**config.mk**
```make
export PLATFORM = sky130hd
export DESIGN_NAME = stepper_trapezoid_profile
export DESIGN_NICKNAME = d
export VERILOG_FILES = /design/src/hw/rtl/stp_pkg.sv /design/src/hw/rtl/stepper_trapezoid_profile.sv /design/src/hw/rtl/stp_alu.sv
export SDC_FILE = /design/constraint.sdc
export NUM_CORES = 2
export LEC_CHECK = 0
export BUFFER_PORTS_ARGS = -buffer_cell sky130_fd_sc_hd__buf_2
export CAP_MARGIN = 20
export CORE_UTILIZATION = 55
export CTS_CLUSTER_DIAMETER = 50
export DETAILED_ROUTE_END_ITERATION = 16
export PLACE_DENSITY = 0.72
export SETUP_SLACK_MARGIN = 0.3
export SYNTH_ARGS = -nofsm -noshare
export SYNTH_HDL_FRONTEND = slang
export SYNTH_SLANG_ARGS = --single-unit
export TNS_END_PERCENT = 30
```
**constraint.sdc**
```tcl
create_clock -name i_clk -period 10.4 [get_ports i_clk]
set_clock_uncertainty 0.15 [all_clocks]
set_input_delay 1.56 -clock i_clk [delete_from_list [all_inputs] [get_ports i_clk]]
set_output_delay 1.56 -clock i_clk [all_outputs]
set_load 0.1 [all_outputs]
```
**src/hw/rtl/stp_pkg.sv**
```systemverilog
// ----------------------------------------------------------------------------
// Stepper trapezoid profile package
// Shared types, register map, action codes and reset values.
// ----------------------------------------------------------------------------
package stp_pkg;

    localparam int unsigned DT_CAP_US_DEF = 10000;

    // Register indexes on the configuration port.
    localparam logic [2:0] REG_STEPS_PER_DEG = 3'd0;
    localparam logic [2:0] REG_ACCEL_RATE    = 3'd1;
    localparam logic [2:0] REG_FLOOR_SPEED   = 3'd2;
    localparam logic [2:0] REG_DEFAULT_SPEED = 3'd3;
    localparam logic [2:0] REG_MIN_INTERVAL  = 3'd4;
    localparam logic [2:0] REG_LIMIT_LOW     = 3'd5;
    localparam logic [2:0] REG_LIMIT_HIGH    = 3'd6;
    localparam logic [2:0] REG_REVERSE_DIR   = 3'd7;

    // Action codes of an input transaction.
    localparam logic [1:0] ACT_TICK   = 2'd0;
    localparam logic [1:0] ACT_MOVE   = 2'd1;
    localparam logic [1:0] ACT_STOP   = 2'd2;
    localparam logic [1:0] ACT_SETPOS = 2'd3;

    localparam logic [15:0] RST_STEPS_PER_DEG = 16'd100;
    localparam logic [23:0] RST_ACCEL_RATE    = 24'd2560;
    localparam logic [23:0] RST_FLOOR_SPEED   = 24'd128;
    localparam logic [23:0] RST_DEFAULT_SPEED = 24'd512;
    localparam logic [15:0] RST_MIN_INTERVAL  = 16'd50;
    localparam logic [31:0] RST_LIMIT_LOW     = 32'd0;
    localparam logic [31:0] RST_LIMIT_HIGH    = 32'd9000;

    // A division by one million is done as floor((x >> 6) / 15625), using the
    // reciprocal ceil(2^52 / 15625) = 288230376152 split at bit 20. It is exact
    // for every dividend below 2^44.
    localparam logic [63:0] US_RECIP_HI    = 64'd274877;
    localparam logic [63:0] US_RECIP_LO    = 64'd951000;
    // Interval numerator: 1e6 scaled by Q8.
    localparam logic [63:0] INTERVAL_NUMER = 64'd256000000;

    typedef struct packed {
        logic [1:0]         action;
        logic [31:0]        now_us;
        logic signed [31:0] goal_steps;
        logic [23:0]        peak_speed;
    } t_in_item;

    typedef struct packed {
        logic               step_pulse;
        logic               dir_out;
        logic               busy_res;
        logic signed [31:0] position_steps;
        logic [23:0]        speed_now;
    } t_out_item;

    typedef enum logic [1:0] {
        OP_MUL,
        OP_DIV,
        OP_SQRT
    } t_alu_op;

    typedef struct packed {
        logic    start;
        t_alu_op op;
    } t_alu_req;

    typedef enum logic [3:0] {
        ST_IDLE,
        ST_MUL_AD,
        ST_MUL_VV,
        ST_MUL_VVS,
        ST_DIV_Q,
        ST_SQRT,
        ST_MUL_ADT,
        ST_MUL_RH,
        ST_MUL_RL,
        ST_MUL_VS,
        ST_DIV_IV,
        ST_DONE
    } t_state;

endpackage

```
**src/hw/rtl/stepper_trapezoid_profile.sv**
```systemverilog
// ----------------------------------------------------------------------------
// Stepper trapezoid profile
// Single-axis step generator with a Q16.8 trapezoidal speed profile.
// ----------------------------------------------------------------------------
//
// Channel   Direction  Handshake                    Payload
// input     in         i_in_valid / o_in_stall      i_in_data  (t_in_item)
// output    out        o_out_valid / i_out_stall    o_out_data (t_out_item)
// config    in         psel/penable/pwrite/pready   paddr, pwdata, prdata
//
// Move, stop, set-position and idle-tick transactions go from the idle state
// straight to the done state. A running tick walks one shared serial
// arithmetic unit through seven multiplies, up to two divides and one square
// root, and the next transaction is not taken until that tick is through.
// Reset is synchronous and restores the register defaults and the axis state.
// While a transaction is in work the input is stalled; a finished result waits
// in the output register, and the next input transaction is taken meanwhile.
//
module stepper_trapezoid_profile #(
    parameter int unsigned P_DT_CAP_US = stp_pkg::DT_CAP_US_DEF
) (
    input  logic              i_clk,
    input  logic              i_rst_n,
    input  logic              i_in_valid,
    output logic              o_in_stall,
    input  stp_pkg::t_in_item i_in_data,
    output logic              o_out_valid,
    input  logic              i_out_stall,
    output stp_pkg::t_out_item o_out_data,
    input  logic              psel,
    input  logic              penable,
    input  logic              pwrite,
    input  logic [4:0]        paddr,
    input  logic [31:0]       pwdata,
    output logic [31:0]       prdata,
    output logic              pready
);
    import stp_pkg::*;

    localparam logic [31:0] DT_CAP = 32'(P_DT_CAP_US);

    // Configuration registers.
    logic [15:0] r_spd;
    logic [23:0] r_accel;
    logic [23:0] r_floor;
    logic [23:0] r_dflt;
    logic [15:0] r_minint;
    logic [31:0] r_lim_lo;
    logic [31:0] r_lim_hi;
    logic        r_rev;

    // Axis state.
    logic signed [31:0] r_pos, n_pos;
    logic signed [31:0] r_tgt, n_tgt;
    logic               r_moving, n_moving;
    logic [23:0]        r_speed, n_speed;
    logic [23:0]        r_peak, n_peak;
    logic [31:0]        r_last, n_last;
    logic               r_dir, n_dir;

    // Per-transaction working registers.
    t_state      r_state, n_state;
    logic        r_launch, n_launch;
    logic        r_pulse, n_pulse;
    logic        r_positive, n_positive;
    logic [32:0] r_dist, n_dist;
    logic [31:0] r_elapsed, n_elapsed;
    logic [31:0] r_now, n_now;
    logic [63:0] r_num, n_num;
    logic [63:0] r_tmp, n_tmp;
    logic [23:0] r_want, n_want;

    logic        r_out_valid, n_out_valid;
    t_out_item   r_out_data, n_out_data;

    t_alu_req    alu_req;
    logic [63:0] alu_a, alu_b, alu_res;
    logic        alu_done;

    logic              cfg_wr;
    logic              in_acc;
    logic              out_free;
    logic signed [32:0] diff;
    logic signed [31:0] goal_clamped;
    logic [31:0]       dtc;
    logic [63:0]       rsum;
    logic [23:0]       delta;
    logic [24:0]       slew;
    logic [31:0]       iv_raw;
    logic [31:0]       iv;
    logic              step_now;

    assign pready   = 1'b1;
    assign cfg_wr   = psel && penable && pwrite && pready;
    assign in_acc   = i_in_valid && !o_in_stall;
    assign out_free = !r_out_valid || !i_out_stall;
    assign o_in_stall  = (r_state != ST_IDLE);
    assign o_out_valid = r_out_valid;
    assign o_out_data  = r_out_data;

    always_ff @(posedge i_clk) begin
        if (!i_rst_n) begin
            r_spd    <= RST_STEPS_PER_DEG;
            r_accel  <= RST_ACCEL_RATE;
            r_floor  <= RST_FLOOR_SPEED;
            r_dflt   <= RST_DEFAULT_SPEED;
            r_minint <= RST_MIN_INTERVAL;
            r_lim_lo <= RST_LIMIT_LOW;
            r_lim_hi <= RST_LIMIT_HIGH;
            r_rev    <= 1'b0;
        end else if (cfg_wr) begin
            case (paddr[4:2])
                REG_STEPS_PER_DEG: r_spd    <= pwdata[15:0];
                REG_ACCEL_RATE:    r_accel  <= pwdata[23:0];
                REG_FLOOR_SPEED:   r_floor  <= pwdata[23:0];
                REG_DEFAULT_SPEED: r_dflt   <= pwdata[23:0];
                REG_MIN_INTERVAL:  r_minint <= pwdata[15:0];
                REG_LIMIT_LOW:     r_lim_lo <= pwdata;
                REG_LIMIT_HIGH:    r_lim_hi <= pwdata;
                REG_REVERSE_DIR:   r_rev    <= pwdata[0];
                default:           r_rev    <= r_rev;
            endcase
        end
    end

    always_comb begin
        case (paddr[4:2])
            REG_STEPS_PER_DEG: prdata = {16'd0, r_spd};
            REG_ACCEL_RATE:    prdata = {8'd0, r_accel};
            REG_FLOOR_SPEED:   prdata = {8'd0, r_floor};
            REG_DEFAULT_SPEED: prdata = {8'd0, r_dflt};
            REG_MIN_INTERVAL:  prdata = {16'd0, r_minint};
            REG_LIMIT_LOW:     prdata = r_lim_lo;
            REG_LIMIT_HIGH:    prdata = r_lim_hi;
            REG_REVERSE_DIR:   prdata = {31'd0, r_rev};
            default:           prdata = '0;
        endcase
    end

    stp_alu u_alu (
        .i_clk   (i_clk),
        .i_rst_n (i_rst_n),
        .i_req   (alu_req),
        .i_a     (alu_a),
        .i_b     (alu_b),
        .o_done  (alu_done),
        .o_res   (alu_res)
    );

    // Operands follow the current state; the unit latches them on the launch cycle.
    always_comb begin
        alu_req.start = r_launch;
        alu_req.op    = OP_MUL;
        alu_a         = '0;
        alu_b         = '0;
        case (r_state)
            ST_MUL_AD: begin
                alu_a = {40'd0, r_accel};
                alu_b = {31'd0, r_dist};
            end
            ST_MUL_VV: begin
                alu_a = {40'd0, r_speed};
                alu_b = {40'd0, r_speed};
            end
            ST_MUL_VVS: begin
                alu_a = r_tmp;
                alu_b = {48'd0, r_spd};
            end
            ST_DIV_Q: begin
                // 512*A*D fits in 64 bits whenever the move is decelerating.
                alu_req.op = OP_DIV;
                alu_a      = {r_num[54:0], 9'd0};
                alu_b      = {48'd0, r_spd};
            end
            ST_SQRT: begin
                alu_req.op = OP_SQRT;
                alu_a      = r_tmp;
            end
            ST_MUL_ADT: begin
                alu_a = {40'd0, r_accel};
                alu_b = {32'd0, dtc};
            end
            // The speed step A*dt/1e6 is taken from two partial reciprocal
            // products of (A*dt) >> 6.
            ST_MUL_RH: begin
                alu_a = {6'd0, r_tmp[63:6]};
                alu_b = US_RECIP_HI;
            end
            ST_MUL_RL: begin
                alu_a = {6'd0, r_tmp[63:6]};
                alu_b = US_RECIP_LO;
            end
            ST_MUL_VS: begin
                alu_a = {40'd0, r_speed};
                alu_b = {48'd0, r_spd};
            end
            ST_DIV_IV: begin
                alu_req.op = OP_DIV;
                alu_a      = INTERVAL_NUMER;
                alu_b      = r_tmp;
            end
            default: alu_req.op = OP_MUL;
        endcase
    end

    // Helpers for the tick arithmetic.
    always_comb begin
        diff = {r_tgt[31], r_tgt} - {r_pos[31], r_pos};

        goal_clamped = i_in_data.goal_steps;
        if (goal_clamped < $signed(r_lim_lo)) begin
            goal_clamped = $signed(r_lim_lo);
        end
        if (goal_clamped > $signed(r_lim_hi)) begin
            goal_clamped = $signed(r_lim_hi);
        end

        dtc = (r_elapsed > DT_CAP) ? DT_CAP : r_elapsed;

        // High partial product plus the low one shifted down, then the final
        // shift by 32 completes the shift by 52; the quotient fits 24 bits.
        rsum  = r_num + {20'd0, alu_res[63:20]};
        delta = rsum[55:32];

        // Slew toward the wanted speed; the downward step saturates at zero.
        if ({1'b0, r_speed} < {1'b0, r_want}) begin
            slew = {1'b0, r_speed} + {1'b0, delta};
            if (slew > {1'b0, r_want}) begin
                slew = {1'b0, r_want};
            end
        end else if (r_speed > r_want) begin
            slew = (r_speed > delta) ?
                   ({1'b0, r_speed} - {1'b0, delta}) : 25'd0;
            if (slew < {1'b0, r_want}) begin
                slew = {1'b0, r_want};
            end
        end else begin
            slew = {1'b0, r_speed};
        end
        if (slew < {1'b0, r_floor}) begin
            slew = {1'b0, r_floor};
        end

        // A zero speed-steps product saturates the interval.
        iv_raw = (r_state == ST_MUL_VS) ? 32'hFFFF_FFFF : alu_res[31:0];
        iv     = (iv_raw < {16'd0, r_minint}) ? {16'd0, r_minint} : iv_raw;
        step_now = (r_elapsed >= iv);
    end

    always_comb begin
        n_pos       = r_pos;
        n_tgt       = r_tgt;
        n_moving    = r_moving;
        n_speed     = r_speed;
        n_peak      = r_peak;
        n_last      = r_last;
        n_dir       = r_dir;
        n_state     = r_state;
        n_launch    = 1'b0;
        n_pulse     = r_pulse;
        n_positive  = r_positive;
        n_dist      = r_dist;
        n_elapsed   = r_elapsed;
        n_now       = r_now;
        n_num       = r_num;
        n_tmp       = r_tmp;
        n_want      = r_want;
        n_out_valid = r_out_valid && i_out_stall;
        n_out_data  = r_out_data;

        case (r_state)
            ST_IDLE: begin
                if (in_acc) begin
                    n_pulse = 1'b0;
                    n_state = ST_DONE;
                    case (i_in_data.action)
                        ACT_MOVE: begin
                            n_tgt    = goal_clamped;
                            n_peak   = (i_in_data.peak_speed != 24'd0) ?
                                       i_in_data.peak_speed : r_dflt;
                            n_speed  = r_floor;
                            n_moving = 1'b1;
                            n_last   = i_in_data.now_us;
                        end
                        ACT_STOP: begin
                            n_moving = 1'b0;
                            n_speed  = '0;
                            n_tgt    = r_pos;
                        end
                        ACT_SETPOS: begin
                            n_pos = i_in_data.goal_steps;
                            n_tgt = i_in_data.goal_steps;
                        end
                        default: begin
                            if (r_moving) begin
                                if (diff == 33'sd0) begin
                                    // Arrived: the move ends without a step.
                                    n_moving = 1'b0;
                                    n_speed  = '0;
                                end else begin
                                    n_positive = !diff[32];
                                    n_dir      = !diff[32] ^ r_rev;
                                    n_dist     = diff[32] ? 33'(-diff) : 33'(diff);
                                    n_elapsed  = i_in_data.now_us - r_last;
                                    n_now      = i_in_data.now_us;
                                    n_state    = ST_MUL_AD;
                                    n_launch   = 1'b1;
                                end
                            end
                        end
                    endcase
                end
            end
            ST_MUL_AD: begin
                if (alu_done) begin
                    n_num    = alu_res;
                    n_state  = ST_MUL_VV;
                    n_launch = 1'b1;
                end
            end
            ST_MUL_VV: begin
                if (alu_done) begin
                    n_tmp    = alu_res;
                    n_state  = ST_MUL_VVS;
                    n_launch = 1'b1;
                end
            end
            ST_MUL_VVS: begin
                if (alu_done) begin
                    n_launch = 1'b1;
                    if (r_num <= {9'd0, alu_res[63:9]}) begin
                        if (r_spd == 16'd0) begin
                            n_want  = '0;
                            n_state = ST_MUL_ADT;
                        end else begin
                            n_state = ST_DIV_Q;
                        end
                    end else begin
                        n_want  = r_peak;
                        n_state = ST_MUL_ADT;
                    end
                end
            end
            ST_DIV_Q: begin
                if (alu_done) begin
                    n_tmp    = alu_res;
                    n_state  = ST_SQRT;
                    n_launch = 1'b1;
                end
            end
            ST_SQRT: begin
                if (alu_done) begin
                    n_want   = alu_res[23:0];
                    n_state  = ST_MUL_ADT;
                    n_launch = 1'b1;
                end
            end
            ST_MUL_ADT: begin
                if (alu_done) begin
                    n_tmp    = alu_res;
                    n_state  = ST_MUL_RH;
                    n_launch = 1'b1;
                end
            end
            ST_MUL_RH: begin
                if (alu_done) begin
                    n_num    = alu_res;
                    n_state  = ST_MUL_RL;
                    n_launch = 1'b1;
                end
            end
            ST_MUL_RL: begin
                if (alu_done) begin
                    n_speed  = slew[23:0];
                    n_state  = ST_MUL_VS;
                    n_launch = 1'b1;
                end
            end
            ST_MUL_VS, ST_DIV_IV: begin
                if (alu_done) begin
                    if (r_state == ST_MUL_VS && alu_res != 64'd0) begin
                        n_tmp    = alu_res;
                        n_state  = ST_DIV_IV;
                        n_launch = 1'b1;
                    end else begin
                        n_state = ST_DONE;
                        if (step_now) begin
                            n_pos   = r_positive ? (r_pos + 32'sd1) : (r_pos - 32'sd1);
                            n_last  = r_now;
                            n_pulse = 1'b1;
                        end
                    end
                end
            end
            ST_DONE: begin
                if (out_free) begin
                    n_out_valid               = 1'b1;
                    n_out_data.step_pulse     = r_pulse;
                    n_out_data.dir_out        = r_dir;
                    n_out_data.busy_res       = r_moving;
                    n_out_data.position_steps = r_pos;
                    n_out_data.speed_now      = r_speed;
                    n_state                   = ST_IDLE;
                end
            end
            default: n_state = ST_IDLE;
        endcase
    end

    always_ff @(posedge i_clk) begin
        if (!i_rst_n) begin
            r_pos       <= '0;
            r_tgt       <= '0;
            r_moving    <= 1'b0;
            r_speed     <= '0;
            r_peak      <= RST_DEFAULT_SPEED;
            r_last      <= '0;
            r_dir       <= 1'b0;
            r_state     <= ST_IDLE;
            r_launch    <= 1'b0;
            r_out_valid <= 1'b0;
        end else begin
            r_pos       <= n_pos;
            r_tgt       <= n_tgt;
            r_moving    <= n_moving;
            r_speed     <= n_speed;
            r_peak      <= n_peak;
            r_last      <= n_last;
            r_dir       <= n_dir;
            r_state     <= n_state;
            r_launch    <= n_launch;
            r_out_valid <= n_out_valid;
        end
        r_pulse    <= n_pulse;
        r_positive <= n_positive;
        r_dist     <= n_dist;
        r_elapsed  <= n_elapsed;
        r_now      <= n_now;
        r_num      <= n_num;
        r_tmp      <= n_tmp;
        r_want     <= n_want;
        r_out_data <= n_out_data;
    end

    // Every accepted transaction leaves the idle state on the next cycle.
    a_accept_leaves_idle: assert property (@(posedge i_clk) disable iff (!i_rst_n)
        in_acc |=> (r_state != ST_IDLE))
        else $error("accepted transaction did not start processing");

    // The arithmetic unit only reports completion while an operation is pending.
    a_done_in_op: assert property (@(posedge i_clk) disable iff (!i_rst_n)
        alu_done |-> (r_state != ST_IDLE && r_state != ST_DONE))
        else $error("arithmetic completion outside an operation state");

    // A result leaving the done state is presented on the next cycle.
    a_result_loaded: assert property (@(posedge i_clk) disable iff (!i_rst_n)
        (r_state == ST_DONE && out_free) |=> o_out_valid)
        else $error("finished transaction produced no result");

    // A step is only ever issued while a move is still running.
    a_step_in_move: assert property (@(posedge i_clk) disable iff (!i_rst_n)
        (o_out_valid && o_out_data.step_pulse) |-> o_out_data.busy_res)
        else $error("step pulse outside a move");

endmodule

```
**src/hw/rtl/stp_alu.sv**
```systemverilog
// ----------------------------------------------------------------------------
// Stepper profile arithmetic unit
// Bit-serial multiply, restoring divide and digit-by-digit square root.
// ----------------------------------------------------------------------------
module stp_alu (
    input  logic            i_clk,
    input  logic            i_rst_n,
    input  stp_pkg::t_alu_req i_req,
    input  logic [63:0]     i_a,
    input  logic [63:0]     i_b,
    output logic            o_done,
    output logic [63:0]     o_res
);
    import stp_pkg::*;

    localparam logic [6:0] MUL_ITERS  = 7'd40;
    localparam logic [6:0] DIV_ITERS  = 7'd64;
    localparam logic [6:0] SQRT_ITERS = 7'd32;

    logic        r_busy, n_busy;
    logic        r_done, n_done;
    logic [6:0]  r_cnt, n_cnt;
    t_alu_op     r_op, n_op;
    logic [63:0] r_acc, n_acc;
    logic [63:0] r_x, n_x;
    logic [63:0] r_y, n_y;
    logic [64:0] r_rem, n_rem;

    logic [64:0] div_sh;
    logic [64:0] sq_sh;
    logic [64:0] sq_trial;

    always_comb begin
        div_sh   = {r_rem[63:0], r_x[63]};
        sq_sh    = {r_rem[62:0], r_x[63:62]};
        sq_trial = {1'b0, r_acc[61:0], 2'b01};
        n_busy   = r_busy;
        n_done   = 1'b0;
        n_cnt    = r_cnt;
        n_op     = r_op;
        n_acc    = r_acc;
        n_x      = r_x;
        n_y      = r_y;
        n_rem    = r_rem;
        if (i_req.start) begin
            n_busy = 1'b1;
            n_op   = i_req.op;
            n_x    = i_a;
            n_y    = i_b;
            n_acc  = '0;
            n_rem  = '0;
            case (i_req.op)
                OP_MUL:  n_cnt = MUL_ITERS;
                OP_DIV:  n_cnt = DIV_ITERS;
                OP_SQRT: n_cnt = SQRT_ITERS;
                default: n_cnt = MUL_ITERS;
            endcase
        end else if (r_busy) begin
            case (r_op)
                OP_MUL: begin
                    if (r_y[0]) begin
                        n_acc = r_acc + r_x;
                    end
                    n_x = {r_x[62:0], 1'b0};
                    n_y = {1'b0, r_y[63:1]};
                end
                OP_DIV: begin
                    n_x = {r_x[62:0], 1'b0};
                    if (div_sh >= {1'b0, r_y}) begin
                        n_rem = div_sh - {1'b0, r_y};
                        n_acc = {r_acc[62:0], 1'b1};
                    end else begin
                        n_rem = div_sh;
                        n_acc = {r_acc[62:0], 1'b0};
                    end
                end
                OP_SQRT: begin
                    n_x = {r_x[61:0], 2'b00};
                    if (sq_sh >= sq_trial) begin
                        n_rem = sq_sh - sq_trial;
                        n_acc = {r_acc[62:0], 1'b1};
                    end else begin
                        n_rem = sq_sh;
                        n_acc = {r_acc[62:0], 1'b0};
                    end
                end
                default: n_busy = 1'b0;
            endcase
            n_cnt = r_cnt - 7'd1;
            if (r_cnt == 7'd1) begin
                n_busy = 1'b0;
                n_done = 1'b1;
            end
        end
    end

    always_ff @(posedge i_clk) begin
        if (!i_rst_n) begin
            r_busy <= 1'b0;
            r_done <= 1'b0;
            r_cnt  <= '0;
            r_op   <= OP_MUL;
        end else begin
            r_busy <= n_busy;
            r_done <= n_done;
            r_cnt  <= n_cnt;
            r_op   <= n_op;
        end
        r_acc <= n_acc;
        r_x   <= n_x;
        r_y   <= n_y;
        r_rem <= n_rem;
    end

    assign o_done = r_done;
    assign o_res  = r_acc;

endmodule

```
==> flow_summary.yaml <==
logic_synthesis:
  synth_cell_types: 95
  synth_mux_area_share_pct: 2.89
  yosysSeqAreaShare_pct: 33.3
  synth_commonest_cells: "959 x nand2_1, 682 x a21oi_1, 649 x ha_1"
  synth_top_area_share_pct: 19.6
  synth_top_family_by_area: "compound AO/OA/AOI/OAI gates"
  synth_seq_cells: 898
  synth_compound_area_share_pct: 26.7
  synth_ff_type: "dfxtp_1"
  syn_area_per_cell_um2: 8.49
  synthXorXnorAreaFrac_pct: 4.56
  synthTopCellsByArea: "edfxtp_1 20%, dfxtp_1 14%, ha_1 12%"
  syn_inst: 7924
  netlist_area_mm2: 0.0672
  synthSimpleGateAreaFrac_pct: 15.2
  synth_fa_ha_area_share_pct: 12.3
  yosys_warnings: 0
  synth_edf_count: 438
  syn-num-nets: 8714
  async_reset_ff_share_pct: 0
  yosysMostFrequentCell: "nand2_1"
  yosys.area.top_type: "edfxtp_1"
grt:
  gr-max-usage-layer: "met2"
  grt_use_met1_pct: 53.4
  grt_use_met3_pct: 10.3
  grt_pass1_vias: 60500
  grt_overflow: 0
  grt_use_met2_pct: 60.4
  antenna_found_initial: 14
  grt_max_degree: 120
  grt_pass1_wl_um: 382000
  grt_usage_pct: 40.9
hold_path:
  hold_path_class: "flop to flop"
routing:
  first_pass_iters: 12
  wire_per_inst_um: 26.3
  avgViaCountPerCell: 6.68
  drt-initial-drc-count: 8701
  finalWirelength_um: 261000
  vias: 66300
  drc: 0
  ant_nets: 0
die:
  die_w_um: 352
  pin_count: 228
  core-area_mm2: 0.121
  die_h_um: 352
  rows: 127
  die-area_mm2: 0.124
  start_util_pct: 55.8
outcome:
  status: "finished, final reports clean"
clock_network:
  clockBufferDepth: 3
  path_clk_slew_ns: 0.06
  cts_tree: "built"
  clock_sinks: 898
  cts_root_buffer: "clkbuf_16"
  ctsHoldBuffers: 0
  cts_made_buffers: 115
  clk_latency_ns: 0.75
  htreeDepth: 3
final_layout:
  drive_above_1_share_pct: 12.5
  fin_util_pct: 63.5
  final_cell_count_no_fill: 9925
  fill_cells: 10300
  finalNetCount: 8996
  area_growth_pct: 13.9
power_and_ir_drop:
  max-vdd-ir-drop_uv: 244
  leakagePower_nw: 31.5
  power_density_mw_per_mm2: 194
critical_path:
  crit_buf_inv: 11
  start_kind: "flop"
  max_stage_delay_ns: 0.52
  crit_type: "flop to flop"
  critPathTopFamily: "compound AO/OA/AOI/OAI gates"
  cp_max_fo: 7
  worstPathArrival_ns: 10.33
  critPathSlowestCell: "or4_4"
  worstPathRequired_ns: 10.82
  crit_top_cell: "buf_6"
  end_kind: "flop"
timing:
  worst_pin_slew_ns: 1.27
  slew_viol_final: 0
  fmax_mhz: 101
  final-setup-viol-count: 0
  hold_slack_ns: 0.286
  max_slew_margin_pct: 15.0
  timing.final.ws_setup_ns: 0.490
  rsz0062_at_grt: "yes"
  hold_violations: 0
  min_period_over_period_pct: 95.3
  min_period_ns: 9.91
placed_design:
  dp_slack_ns: -0.378
  portBuffers: 224
  place_congestion: 1.07
  dp_hpwl_um: 198000
  dp_cells: 9666
flow_run:
  cap_violations: 0
## cell type report
| class | instances | area [um^2] | area share, % |
|---|---|---|---|
| Clock inverter | 72 | 786 | 1.03 |
| Inverter | 483 | 1810 | 2.37 |
| Timing Repair Buffer | 599 | 4190 | 5.46 |
| Clock buffer | 144 | 3120 | 4.07 |
| Antenna cell | 8 | 20.0 | 0.0261 |
| Sequential cell | 898 | 22400 | 29.2 |
| Multi-Input combinational cell | 6109 | 42300 | 55.2 |
| Tap cell | 1612 | 2020 | 2.63 |
## stage by stage
| stage | total power, mW | TNS [ns] | instance area (um^2) |
|---|---|---|---|
| global placement | 10.5 | -4.59 | 71600 |
| CTS | 14.7 | 0 | 75900 |
| finish | 14.9 | 0 | 76600 |
| detailed placement | 10.6 | -7.63 | 71600 |
| floorplan | 8.78 | 0 | 67300 |
| global route | 15.6 | 0 | 76600 |
## per-layer routing
metal / part of all wire [%] / vias up
met1: 39 / 31500
met4: 7.3 / 16
li1: - / 30000
met5: 0.045 / -
met3: 12 / 849
met2: 42 / 3915
## where the power goes
group,internal [mW],switching (mW),total [mW]
Combinational,2.42,3.96,6.38
Sequential,4.16,0.278,4.44
Clock,2.33,1.75,4.08
## flip-flops by register name (all words and copies together) (netlist names), 32 cells and up
signal / flops
r_num: 64
r_tmp: 64
u_alu.o_res: 64
u_alu.r_rem: 64
u_alu.r_x: 64
u_alu.r_y: 64
o_out_data: 59
r_dist: 33
r_elapsed: 32
r_last: 32
r_lim_hi: 32
r_lim_lo: 32
r_now: 32
r_pos: 32
r_tgt: 32
## cells by family after synthesis
family	count (synthesis)
other	1
flip-flops	898
AO/OA/AOI/OAI	2669
adder cells (fa/ha/maj)	656
buffers and inverters	917
multiplexers	183
AND/OR/NAND/NOR	2250
XOR/XNOR	350
## worst paths after layout
kind / startpoint / endpoint / slack [ns] / cells past startpoint
setup / recovery: r_num[4] / r_speed[3] / 0.49 / 48
hold / removal: r_pulse / o_out_data[58] / 0.29 / 0
setup reg to reg: r_num[4] / r_speed[3] / 0.49 / 48
hold reg to reg: r_pulse / o_out_data[58] / 0.29 / 0
## layout by cell type (no fill, tap or decap), types with 30 or more instances in the layout
| cell | count |
|---|---|
| o211a_1 | 61 |
| edfxtp_1 | 438 |
| a21oi_1 | 662 |
| a22oi_1 | 57 |
| inv_1 | 479 |
| nand2b_1 | 65 |
| a222oi_1 | 58 |
| a21o_1 | 235 |
| nor4_1 | 52 |
| mux2i_1 | 129 |
| mux2_2 | 48 |
| a21boi_0 | 119 |
| clkbuf_16 | 116 |
| xnor2_1 | 230 |
| and3_1 | 42 |
| o21a_1 | 61 |
| ha_1 | 640 |
| a31oi_1 | 65 |
| nand4_1 | 102 |
| nand3_1 | 169 |
| o22ai_1 | 136 |
| dfxtp_1 | 459 |
| a221o_1 | 55 |
| buf_4 | 346 |
| a221oi_1 | 84 |
| o21bai_1 | 69 |
| o31ai_1 | 30 |
| a211oi_1 | 109 |
| buf_2 | 224 |
| nor2b_1 | 85 |
| o211ai_1 | 119 |
| a22o_1 | 47 |
| xor2_1 | 112 |
| nor3_1 | 92 |
| o21ai_0 | 421 |
| nand2_1 | 952 |
| nor2_1 | 495 |
| and2_1 | 35 |
## what timing repair did
item                                    in CTS  in global routing
endpoints found under the setup margin      24                 24
gates resized for setup                     61                 89
buffers inserted                            10                 13
pin swaps                                   23                 59
cloned                                       1                  1
Power figures use the tool's default switching activity.
